$ cat config.mk
export PLATFORM = sky130hd
export DESIGN_NAME = grp_space_ram
export DESIGN_NICKNAME = d
export VERILOG_FILES = /design/src/rtl/grp_pkg.sv /design/src/rtl/grp_space_ram.sv
export SDC_FILE = /design/constraint.sdc
export NUM_CORES = 2
export LEC_CHECK = 0
export ABC_AREA = 1
export BUFFER_PORTS_ARGS = -buffer_cell sky130_fd_sc_hd__buf_2
export CAP_MARGIN = 20
export CORE_UTILIZATION = 38
export CTS_BUF_LIST = sky130_fd_sc_hd__clkbuf_16
export DETAILED_ROUTE_END_ITERATION = 8
export PLACE_DENSITY = 0.56
export SLEW_MARGIN = 20
export SYNTH_ARGS = -nofsm -noshare
export SYNTH_HDL_FRONTEND = slang
export SYNTH_SLANG_ARGS = --single-unit
$ cat constraint.sdc
create_clock -name i_clk -period 22.7 [get_ports i_clk]
set_input_delay 4.54 -clock i_clk [delete_from_list [all_inputs] [get_ports i_clk]]
set_output_delay 4.54 -clock i_clk [all_outputs]
set_load 0.005 [all_outputs]
$ cat src/rtl/grp_pkg.sv
`timescale 1ns / 1ps
// ----------------------------------------------------------------------------
// grp_pkg
// Shared widths, codes and types of the guillotine rectangle packer.
// ----------------------------------------------------------------------------
package grp_pkg;

    localparam int MAX_SPACES_DEF = 64;
    localparam int COORD_BITS_DEF = 14;

    localparam int SIDE_W   = 14;
    localparam int EXP_W    = 8;
    localparam int PAD_W    = 10;
    localparam int SIZE_W   = 15;
    localparam int OUT_W    = 14;
    localparam int CFG_IDX_W = 2;
    localparam int CFG_DATA_W = 14;

    localparam logic [SIDE_W-1:0] RESET_SIDE = SIDE_W'(4096);

    typedef enum logic [CFG_IDX_W-1:0] {
        CFG_ATLAS_SIDE  = 2'd0,
        CFG_EDGE_EXPAND = 2'd1,
        CFG_GAP_BORDER  = 2'd2
    } t_cfg_idx;

    typedef enum logic [1:0] {
        ST_PLACED  = 2'd0,
        ST_NO_FIT  = 2'd1,
        ST_DROPPED = 2'd2
    } t_status;

    typedef enum logic [1:0] {
        K_PERFECT = 2'd0,
        K_RIGHT   = 2'd1,
        K_DOWN    = 2'd2,
        K_SPLIT   = 2'd3
    } t_kind;

    typedef struct packed {
        logic  hit;
        t_kind kind;
    } t_fit_ctl;

endpackage

$ cat src/rtl/grp_space_ram.sv
`timescale 1ns / 1ps
// ----------------------------------------------------------------------------
// grp_space_ram
// Free-space table: one write port, one read port with registered data.
// ----------------------------------------------------------------------------
module grp_space_ram import grp_pkg::*; #(
    parameter int MAX_SPACES = MAX_SPACES_DEF,
    parameter int COORD_BITS = COORD_BITS_DEF
) (
    input  logic                          i_clk,
    input  logic                          i_we,
    input  logic [$clog2(MAX_SPACES)-1:0] i_waddr,
    input  logic [4*COORD_BITS-1:0]       i_wdata,
    input  logic [$clog2(MAX_SPACES)-1:0] i_raddr,
    output logic [4*COORD_BITS-1:0]       o_rdata
);

    logic [4*COORD_BITS-1:0] r_mem [MAX_SPACES];
    logic [4*COORD_BITS-1:0] r_rdata;

    always_ff @(posedge i_clk) begin
        if (i_we) begin
            r_mem[i_waddr] <= i_wdata;
        end
        r_rdata <= r_mem[i_raddr];
    end

    assign o_rdata = r_rdata;

endmodule

==> flow_summary.ini <==
[critical_path]
crit-reg2reg-capture = o_rdata[50]
crit_path_start_kind = input pin
crit_fanout = 198
setup.worst_path.end_class = flop
r2r_start = r_mem[20][50]
timing.reg2reg.setup_slack_ns = 20.98
worst_ep_required_time_ns = 23.57
critical_path_class = input pin to flop
timing.critical_path.arrival_ns = 9.67
r2r_cells = 8

[flow_run]
drv_cap = 0

[detailed_routing]
highest-signal-layer = met5
met3WireLength_um = 49900
avgRoutedWirePerCell_um = 28.4
drt_drc_violations_left = 0
drt_pass1_iterations = 8
totalWireLength_um = 484000
routed-via-count = 97400
routed-wl-met2_um = 224000
drtIter0Drc = 12800
avgViaCountPerCell = 5.71
detail_route.wirelength.met1_um = 194000
ant_nets = 0

[die]
die_area_sq_um = 382000
die_x_um = 618
row_count = 225
start_util_pct = 38.3
core_region_area_sq_um = 377000
dieHeight_um = 618
design.portCount = 126

[worst_hold_path]
min_delay_worst_endpoint = o_rdata[44]
hold_path_startpoint = r_mem[4][44]
whs_path_depth = 8
worst_hold_path_type = flop to flop

[yosys]
synth.most_common_cell = nand2_1
synth_nets = 11900
synth_enable_flop_cells = 3584
synthDominantCellAreaShare_pct = 74.7
synth.area.top_cells = edfxtp_1 75%, nand3_1 12%, nand2_1 10%
synth_fa_ha_area_share_pct = 0
share_of_the_synthesized_netlist_area_taken_by_xor_and_xnor_gates_pct = 0
synthesis.instances = 11800
ys_dominant_reg_cell = edfxtp_1
sequential_area_share_after_synthesis_pct = 75.4
syn_area_per_cell_sq_um = 12.2
synth.yosys.warnings = 0
postSynthRegisterBits = 3640
synth-compound-area-share_pct = 0
dominant_combinational_cell_family_by_area_after_synthesis = simple AND/OR/NAND/NOR gates
post-synth-top-area-cell = edfxtp_1
yosys-mux-area-fraction_pct = 0
synth_top_cells_by_count = 3956 x nand2_1, 3584 x edfxtp_1, 3321 x nand3_1
post_synth_and_or_nand_nor_area_fraction_pct = 22.1
synthesis.area_sq_um = 144000
yosysUniqueCellTypes = 14
postSynth.asyncResetShare_pct = 0

[finish]
design.final.nets = 11800
area_growth_pct = 12.2
design_area_final_sq_um = 162000
share_of_layout_cells_above_drive_strength_1_pct = 7.64

[cts]
postCtsSetupRepairBufs = 0
insertion_delay_ns = 0.95
tritoncts = built
clock_tree.htree_level_count = 5
cts-root-to-sink-buffers = 4
cts.clk_slew.worst_paths_ns = 0.06
clock_sink_count = 3640
cts-hold-fix-buffers = 0
cts_root_buf = clkbuf_16
tritoncts_buffer_count = 379
resized_gates_after_cts = 0

[timing]
holdWs_ns = 0.781
finalSetupTns_ns = 0
period_needed_ns = 8.80
max_clock_freq_mhz = 114
timing_hold_violations_final = 0
maxSlewViolCount = 0
relative_slew_slack_pct = 17.3
layout_worst_path_cycle_share_pct = 38.8
rsz0062_at_grt = no
worst_clock_skew_ns = 0.0371
worstMarginPinSlew_ns = 1.24
setup-violations-final = 0

[power]
leakage_power_figure_nw = 56.7
vdd_ir_drop_max_mv = 0.0688
power.total_mw = 14.2
power_per_unit_of_standard_cell_area_nw_per_um2 = 87.9

[outcome]
outcome = complete, no violations

[placement]
place.detailed.hpwl_um = 238000
numPortBuffers = 125
postPlaceCellArea_sq_um = 150000
gp_congestion = 0.802

[global_routing]
global_route_wire_length_before_repair_um = 680000
global_route.usage.total_pct = 24.7
grt_antenna_before_repair = 55
grt_pass1_vias = 90900
grt_overflow_total = 0
grt_max_degree = 199
## metrics by stage
step | setup WS [ns] | utilization, % | instances
floorplan | 11.67 | - | 11800
global placement | 13.18 | 39.8 | 16400
detailed placement | 13.14 | 39.8 | 16400
CTS | 14.13 | 42.9 | 17000
global route | 13.73 | 42.9 | 17100
finish | 13.90 | 43.0 | 17100
## worst max-delay path by stage
stage	from	endpoint	slack, ns	cells after the start
CTS	i_raddr[0]	o_rdata[11]	14.13	13
finish	i_raddr[0]	o_rdata[11]	13.90	13
floorplan	i_we	r_mem[48][0]	11.67	3
global placement	i_raddr[0]	o_rdata[11]	13.18	13
global route	i_raddr[0]	o_rdata[11]	13.73	13
detailed placement	i_raddr[0]	o_rdata[11]	13.14	13
## final cells by class
cell class | instances | area [sq um]
fill | 34300 | 215000
sequential | 3640 | 109000
antenna | 17 | 42.5
timing repair buffer | 359 | 2650
tap | 4994 | 6250
inverter | 12 | 85.1
clock inverter | 301 | 2130
clock buffer | 385 | 9630
multi-input combinational | 7350 | 32300
## report_power, final
part / internal [mW] / leakage, nW / switching (mW)
Clock: 3.34 / 6.14 / 2.60
Sequential: 7.44 / 32.7 / 0.0301
Combinational: 0.187 / 17.8 / 0.619
## cell usage in the layout, fill, tap and decap left out, types with 6 or more instances in the layout
master     netlist  layout
clkinv_2         0      53
buf_4           15     242
nor2_4           0      56
dfxtp_1         56      56
nand4_1          9       9
nor4_2           0       8
edfxtp_1      3584    3584
buf_12           0      13
clkbuf_16        0     385
nand2_1       3956    3956
inv_6            0       9
clkinv_1         0      96
clkinv_8         0       6
inv_1            8     105
bufinv_16        0      24
nand3_1       3321    3321
buf_2          453      98
diode_2          0      17
## state kept, by name, indices dropped and copies added (netlist names)
signal / cells
r_mem: 3584
o_rdata: 56
## critical path, stage by stage
cell     delay [ns]
buf_12         0.29
buf_4          0.83
buf_12         0.68
buf_4          0.90
buf_4          0.81
nand2_1        0.13
nand3_1        0.13
nand3_1        0.09
nand3_1        0.18
nand3_1        0.21
nand2_1        0.13
nand2_1        0.05
nand2_1        0.11
## logic make-up after synthesis
| family | after synthesis |
|---|---|
| and+or+nand+nor | 7350 |
| DFF | 3640 |
| buffers and inverters | 797 |
## metal layers
layer,up-vias,GRT usage [%]
met1,49000,34.2
met4,16,7.57
met2,5568,39.7
li1,42000,-
met5,-,0
met3,824,4.53
(Power assumes the default switching activity.)
