<file path="src/rtl/grp_pkg.sv">
`timescale 1ns / 1ps
// ----------------------------------------------------------------------------
// grp_pkg
// Shared widths, codes and types of the guillotine rectangle packer.
// ----------------------------------------------------------------------------
package grp_pkg;

    localparam int MAX_SPACES_DEF = 64;
    localparam int COORD_BITS_DEF = 14;

    localparam int SIDE_W   = 14;
    localparam int EXP_W    = 8;
    localparam int PAD_W    = 10;
    localparam int SIZE_W   = 15;
    localparam int OUT_W    = 14;
    localparam int CFG_IDX_W = 2;
    localparam int CFG_DATA_W = 14;

    localparam logic [SIDE_W-1:0] RESET_SIDE = SIDE_W'(4096);

    typedef enum logic [CFG_IDX_W-1:0] {
        CFG_ATLAS_SIDE  = 2'd0,
        CFG_EDGE_EXPAND = 2'd1,
        CFG_GAP_BORDER  = 2'd2
    } t_cfg_idx;

    typedef enum logic [1:0] {
        ST_PLACED  = 2'd0,
        ST_NO_FIT  = 2'd1,
        ST_DROPPED = 2'd2
    } t_status;

    typedef enum logic [1:0] {
        K_PERFECT = 2'd0,
        K_RIGHT   = 2'd1,
        K_DOWN    = 2'd2,
        K_SPLIT   = 2'd3
    } t_kind;

    typedef struct packed {
        logic  hit;
        t_kind kind;
    } t_fit_ctl;

endpackage

</file>
<file path="src/rtl/grp_fit_eval.sv">
`timescale 1ns / 1ps
// ----------------------------------------------------------------------------
// grp_fit_eval
// Fit test of one free space and the guillotine update words for it.
// ----------------------------------------------------------------------------
module grp_fit_eval import grp_pkg::*; #(
    parameter int COORD_BITS = COORD_BITS_DEF
) (
    input  logic [4*COORD_BITS-1:0] i_entry,
    input  logic [SIZE_W-1:0]       i_w,
    input  logic [SIZE_W-1:0]       i_h,
    input  logic [EXP_W-1:0]        i_expand,
    output t_fit_ctl                o_ctl,
    output logic [4*COORD_BITS-1:0] o_upd_word,
    output logic [4*COORD_BITS-1:0] o_app_word,
    output logic [OUT_W-1:0]        o_px,
    output logic [OUT_W-1:0]        o_py
);

    localparam int CMP_W = (COORD_BITS > SIZE_W) ? COORD_BITS : SIZE_W;

    logic [COORD_BITS-1:0] sx, sy, sw, sh;
    logic [COORD_BITS-1:0] w_c, h_c, nx, ny, nw, nh;
    logic [CMP_W-1:0]      w_e, h_e, sw_e, sh_e;
    logic                  eq_w, eq_h;

    assign {sx, sy, sw, sh} = i_entry;

    assign w_e  = CMP_W'(i_w);
    assign h_e  = CMP_W'(i_h);
    assign sw_e = CMP_W'(sw);
    assign sh_e = CMP_W'(sh);
    assign eq_w = (w_e == sw_e);
    assign eq_h = (h_e == sh_e);

    assign w_c = COORD_BITS'(i_w);
    assign h_c = COORD_BITS'(i_h);
    assign nx  = sx + w_c;
    assign nw  = sw - w_c;
    assign ny  = sy + h_c;
    assign nh  = sh - h_c;

    always_comb begin
        o_ctl.hit = (w_e <= sw_e) && (h_e <= sh_e);
        if (eq_w && eq_h) begin
            o_ctl.kind = K_PERFECT;
        end else if (eq_h) begin
            o_ctl.kind = K_RIGHT;
        end else if (eq_w) begin
            o_ctl.kind = K_DOWN;
        end else begin
            o_ctl.kind = K_SPLIT;
        end
    end

    assign o_upd_word = (o_ctl.kind == K_RIGHT) ? {nx, sy, nw, sh} : {sx, ny, sw, nh};
    assign o_app_word = {nx, sy, nw, h_c};

    assign o_px = OUT_W'(sx) + OUT_W'(i_expand);
    assign o_py = OUT_W'(sy) + OUT_W'(i_expand);

endmodule

</file>
<file path="config.mk">
export PLATFORM = sky130hd
export DESIGN_NAME = grp_fit_eval
export DESIGN_NICKNAME = d
export VERILOG_FILES = /design/src/rtl/grp_pkg.sv /design/src/rtl/grp_fit_eval.sv
export SDC_FILE = /design/constraint.sdc
export NUM_CORES = 1
export LEC_CHECK = 0
export BUFFER_PORTS_ARGS = -buffer_cell sky130_fd_sc_hd__buf_4
export CORE_MARGIN = 3
export CORE_UTILIZATION = 49
export DETAILED_ROUTE_END_ITERATION = 8
export GPL_ROUTABILITY_DRIVEN = 0
export PLACE_DENSITY = 0.85
export REMOVE_ABC_BUFFERS = 1
export SYNTH_ARGS = -nofsm -noshare
export SYNTH_HDL_FRONTEND = slang
export SYNTH_SLANG_ARGS = --single-unit
</file>
<file path="constraint.sdc">
create_clock -name vclk -period 6.05
set_input_delay 1.815 -clock vclk [all_inputs]
set_output_delay 1.815 -clock vclk [all_outputs]
set_load 0.02 [all_outputs]
</file>
==> results.sh, run 1 <==
export IMPL_status="finished clean"
export IMPL_grt_max_degree=25
export IMPL_yosys_area_share_xor_xnor=0.124
export IMPL_post_route_drc_count=0
export IMPL_gr_total_overflow=0
export IMPL_rows=34
export IMPL_slew_violations=0
export IMPL_final_cells=1008
export IMPL_die_height_um=103
export IMPL_hpwl_um=14100
export IMPL_fmax_mhz=167
export IMPL_crit_top_cell="buf_4"
export IMPL_crit_arrival_ns=4.17
export IMPL_cp_slowest_stage_delay_ns=0.40
export IMPL_avgSynthCellArea_sq_um=6.89
export IMPL_power_frac_comb=1.000
export IMPL_routed_wl_met2_um=8230
export IMPL_cp_max_fo=3
export IMPL_drtAntennaViolNets=0
export IMPL_first_global_vias=5417
export IMPL_drive_above_1_share=0.304
export IMPL_min_path_cells=2
export IMPL_finalNetCount=1080
export IMPL_swShare=0.566
export IMPL_fin_crit_sh=0.989
export IMPL_synth_compound_area_frac=0.242
export IMPL_vias_per_cell=5.50
export IMPL_clkbuf_count=0
export IMPL_wl_um=16100
export IMPL_crit_required_ns=4.24
export IMPL_worst_pin_slew_ns=0.463
export IMPL_finalHoldViolCount=0
export IMPL_fin_crit_ns=5.99
export IMPL_synth_adder_area_share=0.284
export IMPL_synth_top_family_by_area="adder cells"
export IMPL_yosysWarnings=0
export IMPL_synth_simple_gate_area_frac=0.185
export IMPL_met1_length_um=6070
export IMPL_p_leak_uw=0.00343
export IMPL_ys_types=48
export IMPL_path_class="input pin to output pin"
export IMPL_drt_iter0_markers=203
export IMPL_place_area_sq_um=6410
export IMPL_wl_per_cell_um=16.0
export IMPL_power_density_nw_per_um2=134
export IMPL_p_sw_uw=487
export IMPL_hold_start="i_h[3]"
export IMPL_antenna_found_initial=0
export IMPL_cp_slowest_cell="fa_1"
export IMPL_io_pins=237
export IMPL_muxShareOfSynthArea=0.0474
export IMPL_wl_met3_um=1290
export IMPL_initial_utilization=0.518
export IMPL_first_pass_iters=5
export IMPL_rsz0062_at_grt="false"
export IMPL_finalSetupTns_ns=0
export IMPL_dp_cells=1008
export IMPL_synth_cell_area_sq_um=4650
export IMPL_die_area_sq_um=10700
export IMPL_seqCellArea_sq_um=0
export IMPL_dr_max_layer_used="met4"
export IMPL_vias=5548
export IMPL_finalSetupViolCount=0
export IMPL_synthCells=675
export IMPL_utilization=0.717
export IMPL_grt_pass1_wl_um=25000
export IMPL_stdcell_area_sq_um=6430
export IMPL_relSlewSlack=0.689
export IMPL_power_share_clock=0
export IMPL_seq_power_share=0
export IMPL_grt_usage=0.287
export IMPL_cp_cell_sequence="buf_4 -> ha_1 -> inv_1 -> fa_1 -> nand2b_1 -> a211oi_2 -> o31ai_1 -> a21bo_1 -> a31oi_1 -> xor2_1 -> mux2_2 -> buf_4"
export IMPL_synthTopCellsByCount="96 x ha_1, 78 x inv_1, 69 x a21oi_1"
export IMPL_synth_area_leaders="ha_1 26%, xnor2_1 8.1%, a21oi_1 7.4%"
export IMPL_worstSetupStartpointType="input pin"
export IMPL_area_delta_synth_final_pct=38.4
export IMPL_port_buffers=237
export IMPL_antennaDiodeCount=0
export IMPL_nFlopsAndLatches=0
export IMPL_maxCapViolations=0
export IMPL_hold_class="input pin to output pin"
export IMPL_netlist_top_cell_by_area="ha_1"
export IMPL_peakVddDrop_mv=0.0919
export IMPL_power_internal_uw=373
export IMPL_critPathCaptureType="output pin"
export IMPL_dieWidth_um=103
export IMPL_core_area_sq_um=8980
export IMPL_synth_most_common_cell="ha_1"
export IMPL_worst_hold_path_endpoint="o_app_word[3]"
export IMPL_synth_top_area_share=0.258
export IMPL_synth_seq_area_share=0
==> layout by cell type (no fill, tap or decap), drive strengths merged, types with 16 or more instances in the layout <==
cell type / Yosys / routed
a21oi: 69 / 69
buf: 32 / 245
ha: 96 / 96
inv: 78 / 78
mux2: 16 / 16
nand2: 52 / 52
nor2: 57 / 57
o21ai: 49 / 49
xnor2: 43 / 43
xor2: 23 / 23
==> final cells by class <==
type / instances / area, sq um
timing repair buffer: 245 / 1850
tap: 126 / 158
fill: 708 / 2540
multi-input combinational: 559 / 4130
inverter: 78 / 293
==> critical path: cells and delay by family <==
kind                     cells  cell delay [ns]
AO/OA/AOI/OAI                4             0.81
buffers and inverters        3             0.30
adder cells (fa/ha/maj)      2             0.59
AND/OR/NAND/NOR              1             0.22
multiplexers                 1             0.20
XOR/XNOR                     1             0.24
==> power by group through the flow <==
| stage | clock (uW) | combinational (uW) | sequential [uW] |
|---|---|---|---|
| after floorplan | 0 | 489 | 0 |
| after global placement | 0 | 831 | 0 |
| after detailed placement | 0 | 851 | 0 |
| after CTS | 0 | 855 | 0 |
| after global routing | 0 | 931 | 0 |
| final | 0 | 860 | 0 |
==> what timing repair did <==
| action | in CTS | in global routing |
|---|---|---|
| setup buffers | 0 | 0 |
| hold buffers | 0 | 0 |
| resized for setup | 1 | 3 |
| pin swaps | 1 | 1 |
| endpoints found under the setup margin | 1 | 2 |
==> stage by stage <==
step | hold slack (ns) | setup slack (ns) | power [uW]
6_report | 3.86 | 0.0649 | 860
3_3_place_gp | 3.86 | 0.0985 | 831
2_1_floorplan | 3.63 | -0.0496 | 489
5_1_grt | 3.88 | 0.00000178 | 931
3_5_place_dp | 3.87 | 0.00185 | 851
4_1_cts | 3.87 | 0.00807 | 855
==> how the worst max path moves through the flow <==
stage	startpoint	end	slack, ns
floorplan	i_entry[8]	o_upd_word[48]	-0.05
global placement	i_entry[42]	o_upd_word[54]	0.1
detailed placement	i_entry[14]	o_upd_word[26]	0.002
CTS	i_entry[42]	o_upd_word[54]	0.008
global route	i_entry[42]	o_upd_word[54]	0.000002
finish	i_entry[42]	o_upd_word[54]	0.06
==> logic make-up after synthesis <==
logic type                 after synthesis
AOI/OAI and AO/OA                      188
buffers and inverters                  116
adders and majority gates              102
and+or+nand+nor                        183
muxes                                   20
xor gates and xnor gates                66
==> per-layer routing <==
layer | track usage | up-vias
li1 | - | 2727
met1 | 0.327 | 2522
met2 | 0.547 | 259
met3 | 0.0376 | 40
met4 | 0.0896 | 0
met5 | 0 | -
(Power assumes the default switching activity.)
==> inputs of run 2 (changes only) <==
Settings changed: CORE_MARGIN 3 to default, MAX_ROUTING_LAYER from default to met4.
==> run 2 against run 1 <==
  * Cell count shrank 1.3%
  * Fmax grew 0.68%
  * Count of clock-buffer cells in the layout stayed put
  * Final area barely moved
  * Via count increased by 0.20%
  * Utilization down 1.7 points
  * Sequential share of layout area unchanged
  * Power barely moved
  * Worst hold slack better by 0.00055 ns
  * Setup slack improved by 0.040 ns
  * Sequential cell count is the same
  * Non-clock buffer count grew 2
  * Critical endpoint is now o_upd_word[26]
  * Largest power group unchanged
  * Highest routed layer unchanged
==> results.sh, run 2 (same netlist as run 1, synthesis figures left out) <==
export IMPL_status="finished clean"
export IMPL_hold_class="input pin to output pin"
export IMPL_port_buffers=237
export IMPL_antennaDiodeCount=0
export IMPL_finalHoldViolCount=0
export IMPL_first_pass_iters=5
export IMPL_fmax_mhz=168
export IMPL_finalSetupViolCount=0
export IMPL_hpwl_um=13700
export IMPL_maxCapViolations=0
export IMPL_cp_cell_sequence="buf_4 -> inv_1 -> ha_1 -> inv_1 -> fa_1 -> a21oi_1 -> o22ai_1 -> nor2_1 -> a21oi_1 -> a311oi_2 -> xnor2_1 -> mux2_2 -> buf_4"
export IMPL_cp_top_family="compound AO/OA/AOI/OAI gates"
export IMPL_final_cell_mix="246 x buf_4, 95 x ha_1, 78 x inv_1"
export IMPL_worstSetupStartpointType="input pin"
export IMPL_crit_buf_inv=4
export IMPL_area_delta_synth_final_pct=38.4
export IMPL_crit_required_ns=4.24
export IMPL_clkbuf_count=0
export IMPL_io_pins=237
export IMPL_first_global_vias=5345
export IMPL_rows=35
export IMPL_fin_crit_sh=0.983
export IMPL_fin_crit_ns=5.94
export IMPL_peakVddDrop_mv=0.0782
export IMPL_crit_arrival_ns=4.13
export IMPL_die_area_sq_um=9880
export IMPL_core_area_sq_um=9200
export IMPL_gr_total_overflow=0
export IMPL_path_class="input pin to output pin"
export IMPL_utilization=0.700
export IMPL_cp_max_fo=3
export IMPL_die_height_um=99.4
export IMPL_antenna_found_initial=0
export IMPL_drtAntennaViolNets=0
export IMPL_finalNetCount=1082
export IMPL_relSlewSlack=0.650
export IMPL_dieWidth_um=99.4
export IMPL_worst_pin_slew_ns=0.520
export IMPL_wl_per_cell_um=15.7
export IMPL_p_leak_uw=0.00345
export IMPL_whs_ns=3.87
export IMPL_post_route_drc_count=0
export IMPL_grt_usage=0.309
export IMPL_rsz0062_at_grt="true"
export IMPL_cp_slowest_stage_delay_ns=0.41
export IMPL_drt_iter0_markers=106
export IMPL_initial_utilization=0.506
export IMPL_grt_max_degree=26
export IMPL_drive_above_1_share=0.308
export IMPL_vias=5559
export IMPL_hold_buffers=0
export IMPL_cp_slowest_cell="fa_1"
export IMPL_mostFrequentLayoutCell="buf_4"
export IMPL_vias_per_cell=5.59
export IMPL_seqCellArea_sq_um=0
export IMPL_nFlopsAndLatches=0
export IMPL_grt_pass1_wl_um=24200
export IMPL_slew_violations=0
export IMPL_critPathCaptureType="output pin"
export IMPL_wl_um=15700
export IMPL_power_density_nw_per_um2=134
run 2: cell types whose count changed in the layout (fill, tap and decap cells not counted), sizes merged:
cell	before	now
buf	245	247
run 2: area by class of cell:
class | count | area (sq um)
Multi-Input combinational cell | 559 | 4140
Tap cell | 111 | 139
Timing Repair Buffer | 247 | 1870
Fill cell | 774 | 2760
Inverter | 78 | 293
run 2: what timing repair did:
item                       in CTS  in global routing
gates resized for setup         1                  5
pin swaps                       0                  4
setup endpoints to repair       1                  2
buffers inserted                0                  1
run 2: path summary, 6_finish.rpt:
kind / startpoint / end / cells past startpoint
max: i_entry[14] / o_upd_word[26] / 13
min: i_entry[28] / o_app_word[28] / 2
run 2: per-layer routing:
| metal | routed length, um | global-route usage | vias up |
|---|---|---|---|
| li1 | - | - | 2726 |
| met1 | 6050 | 0.333 | 2531 |
| met2 | 7960 | 0.580 | 255 |
| met3 | 1090 | 0.0408 | 47 |
| met4 | 562 | 0.106 | 0 |
| met5 | 0 | - | - |
run 2: through the flow:
step	setup slack, ns	TNS [ns]	area (sq um)	total power (uW)	std cells
floorplan	-0.0496	-0.198	4400	489	637
finish	0.105	0	6440	860	995
global route	-0.0220	-0.0220	6440	922	995
global placement	0.114	0	6400	829	994
detailed placement	-0.00428	-0.00428	6400	848	994
CTS	0.0728	0	6410	852	994
run 2: power by group:
| group | switching, uW | internal, uW |
|---|---|---|
| Combinational | 483 | 376 |
| Sequential | 0 | 0 |
| Clock | 0 | 0 |
| Total | 483 | 376 |
==> inputs of run 3 (changes only) <==
Settings changed: SETUP_SLACK_MARGIN from default to 0.2.
==> run 3 against run 2 <==
  * Fmax up 2.4%
  * Combinational power up 2%
  * Count of clock-buffer cells in the layout unchanged
  * Final area up 2.1%
  * Via count up 0.59%
  * Global-route usage up 0.17 points
==> results.sh, run 3 (same netlist as run 1, synthesis figures left out) <==
export IMPL_post_route_drc_count=0
export IMPL_finalPower_uw=876
export IMPL_final_cell_mix="249 x buf_4, 93 x ha_1, 78 x inv_1"
export IMPL_antennaDiodeCount=0
export IMPL_rows=35
export IMPL_maxCapViolations=0
export IMPL_crit_arrival_ns=3.99
export IMPL_vias_per_cell=5.60
export IMPL_die_area_sq_um=9880
export IMPL_grt_usage=0.311
export IMPL_port_buffers=237
export IMPL_power_density_nw_per_um2=133
export IMPL_die_height_um=99.4
export IMPL_core_area_sq_um=9200
export IMPL_grt_pass1_wl_um=24400
export IMPL_path_class="input pin to output pin"
export IMPL_relSlewSlack=0.691
export IMPL_finalSetupViolCount=0
export IMPL_utilization=0.715
export IMPL_seqCellArea_sq_um=0
export IMPL_vias=5592
export IMPL_grt_max_degree=26
export IMPL_drt_iter0_markers=169
export IMPL_first_pass_iters=5
export IMPL_fmax_mhz=172
export IMPL_fin_crit_ns=5.81
export IMPL_pre_cts_ws_ns=-0.00428
export IMPL_hpwl_um=13700
export IMPL_p_leak_uw=0.00348
export IMPL_cp_max_fo=3
export IMPL_whs_ns=3.87
export IMPL_drive_above_1_share=0.332
export IMPL_finalSetupTns_ns=0
export IMPL_wl_um=15900
export IMPL_mostFrequentLayoutCell="buf_4"
export IMPL_cp_top_family="compound AO/OA/AOI/OAI gates"
export IMPL_drtAntennaViolNets=0
export IMPL_first_global_vias=5358
export IMPL_worst_pin_slew_ns=0.460
export IMPL_cp_slowest_stage_delay_ns=0.34
export IMPL_hold_class="input pin to output pin"
export IMPL_antenna_found_initial=0
export IMPL_io_pins=237
export IMPL_crit_top_cell="buf_4"
export IMPL_rsz0062_at_grt="true"
export IMPL_cp_slowest_cell="fa_2"
export IMPL_initial_utilization=0.506
export IMPL_nFlopsAndLatches=0
export IMPL_gr_total_overflow=0
export IMPL_finalHoldViolCount=0
export IMPL_cp_cell_sequence="buf_4 -> ha_2 -> inv_1 -> fa_2 -> nand2b_4 -> a211oi_4 -> o31ai_2 -> a21bo_2 -> a31oi_2 -> xor2_1 -> mux2_2 -> buf_4"
export IMPL_slew_violations=0
export IMPL_critPathCaptureType="output pin"
export IMPL_crit_buf_inv=3
export IMPL_crit_required_ns=4.24
export IMPL_fin_crit_sh=0.960
export IMPL_worstSetupStartpointType="input pin"
export IMPL_area_delta_synth_final_pct=41.4
export IMPL_finalNetCount=1086
export IMPL_clkbuf_count=0
export IMPL_dieWidth_um=99.4
export IMPL_peakVddDrop_mv=0.0784
export IMPL_wl_per_cell_um=15.9
export IMPL_status="finished clean"
export IMPL_fin_ws_ns=0.244
[run 3: changes by cell type in the layout (fill, tap and decap cells not counted), sizes merged]
cell and delta:
buf +4
[run 3: final cells by class]
class	instances	area, sq um
fill	751	2620
tap	111	139
timing repair buffer	251	1910
inverter	78	293
multi-input combinational	559	4230
[run 3: per-stage QoR]
stage,std cells,cell area [sq um]
5_1_grt,999,6570
6_report,999,6570
4_1_cts,995,6450
3_3_place_gp,994,6400
2_1_floorplan,637,4400
3_5_place_dp,994,6400
[run 3: path summary, 6_finish.rpt]
kind                              to  cells past startpoint  slack (ns)         from
worst max-delay path  o_upd_word[54]                     12        0.24  i_entry[42]
worst min-delay path  o_app_word[28]                      2        3.87  i_entry[28]
[run 3: layer usage]
metal,vias up,share of wire,track usage
li1,2733,-,-
met1,2548,0.38,0.333
met2,263,0.51,0.582
met3,48,0.070,0.0408
met4,0,0.036,0.114
met5,-,0,-
[run 3: power by group]
group | switching, uW | internal, uW | total [uW]
registers | 0 | 0 | 0
clock network | 0 | 0 | 0
logic | 492 | 384 | 876
[run 3: repair_timing]
item,CTS,global route
buffers inserted,1,4
hold endpoints to repair,0,0
setup endpoints to repair,5,34
gates cloned,0,0
gates resized for setup,8,19
pin swaps,6,14
hold buffers,0,0
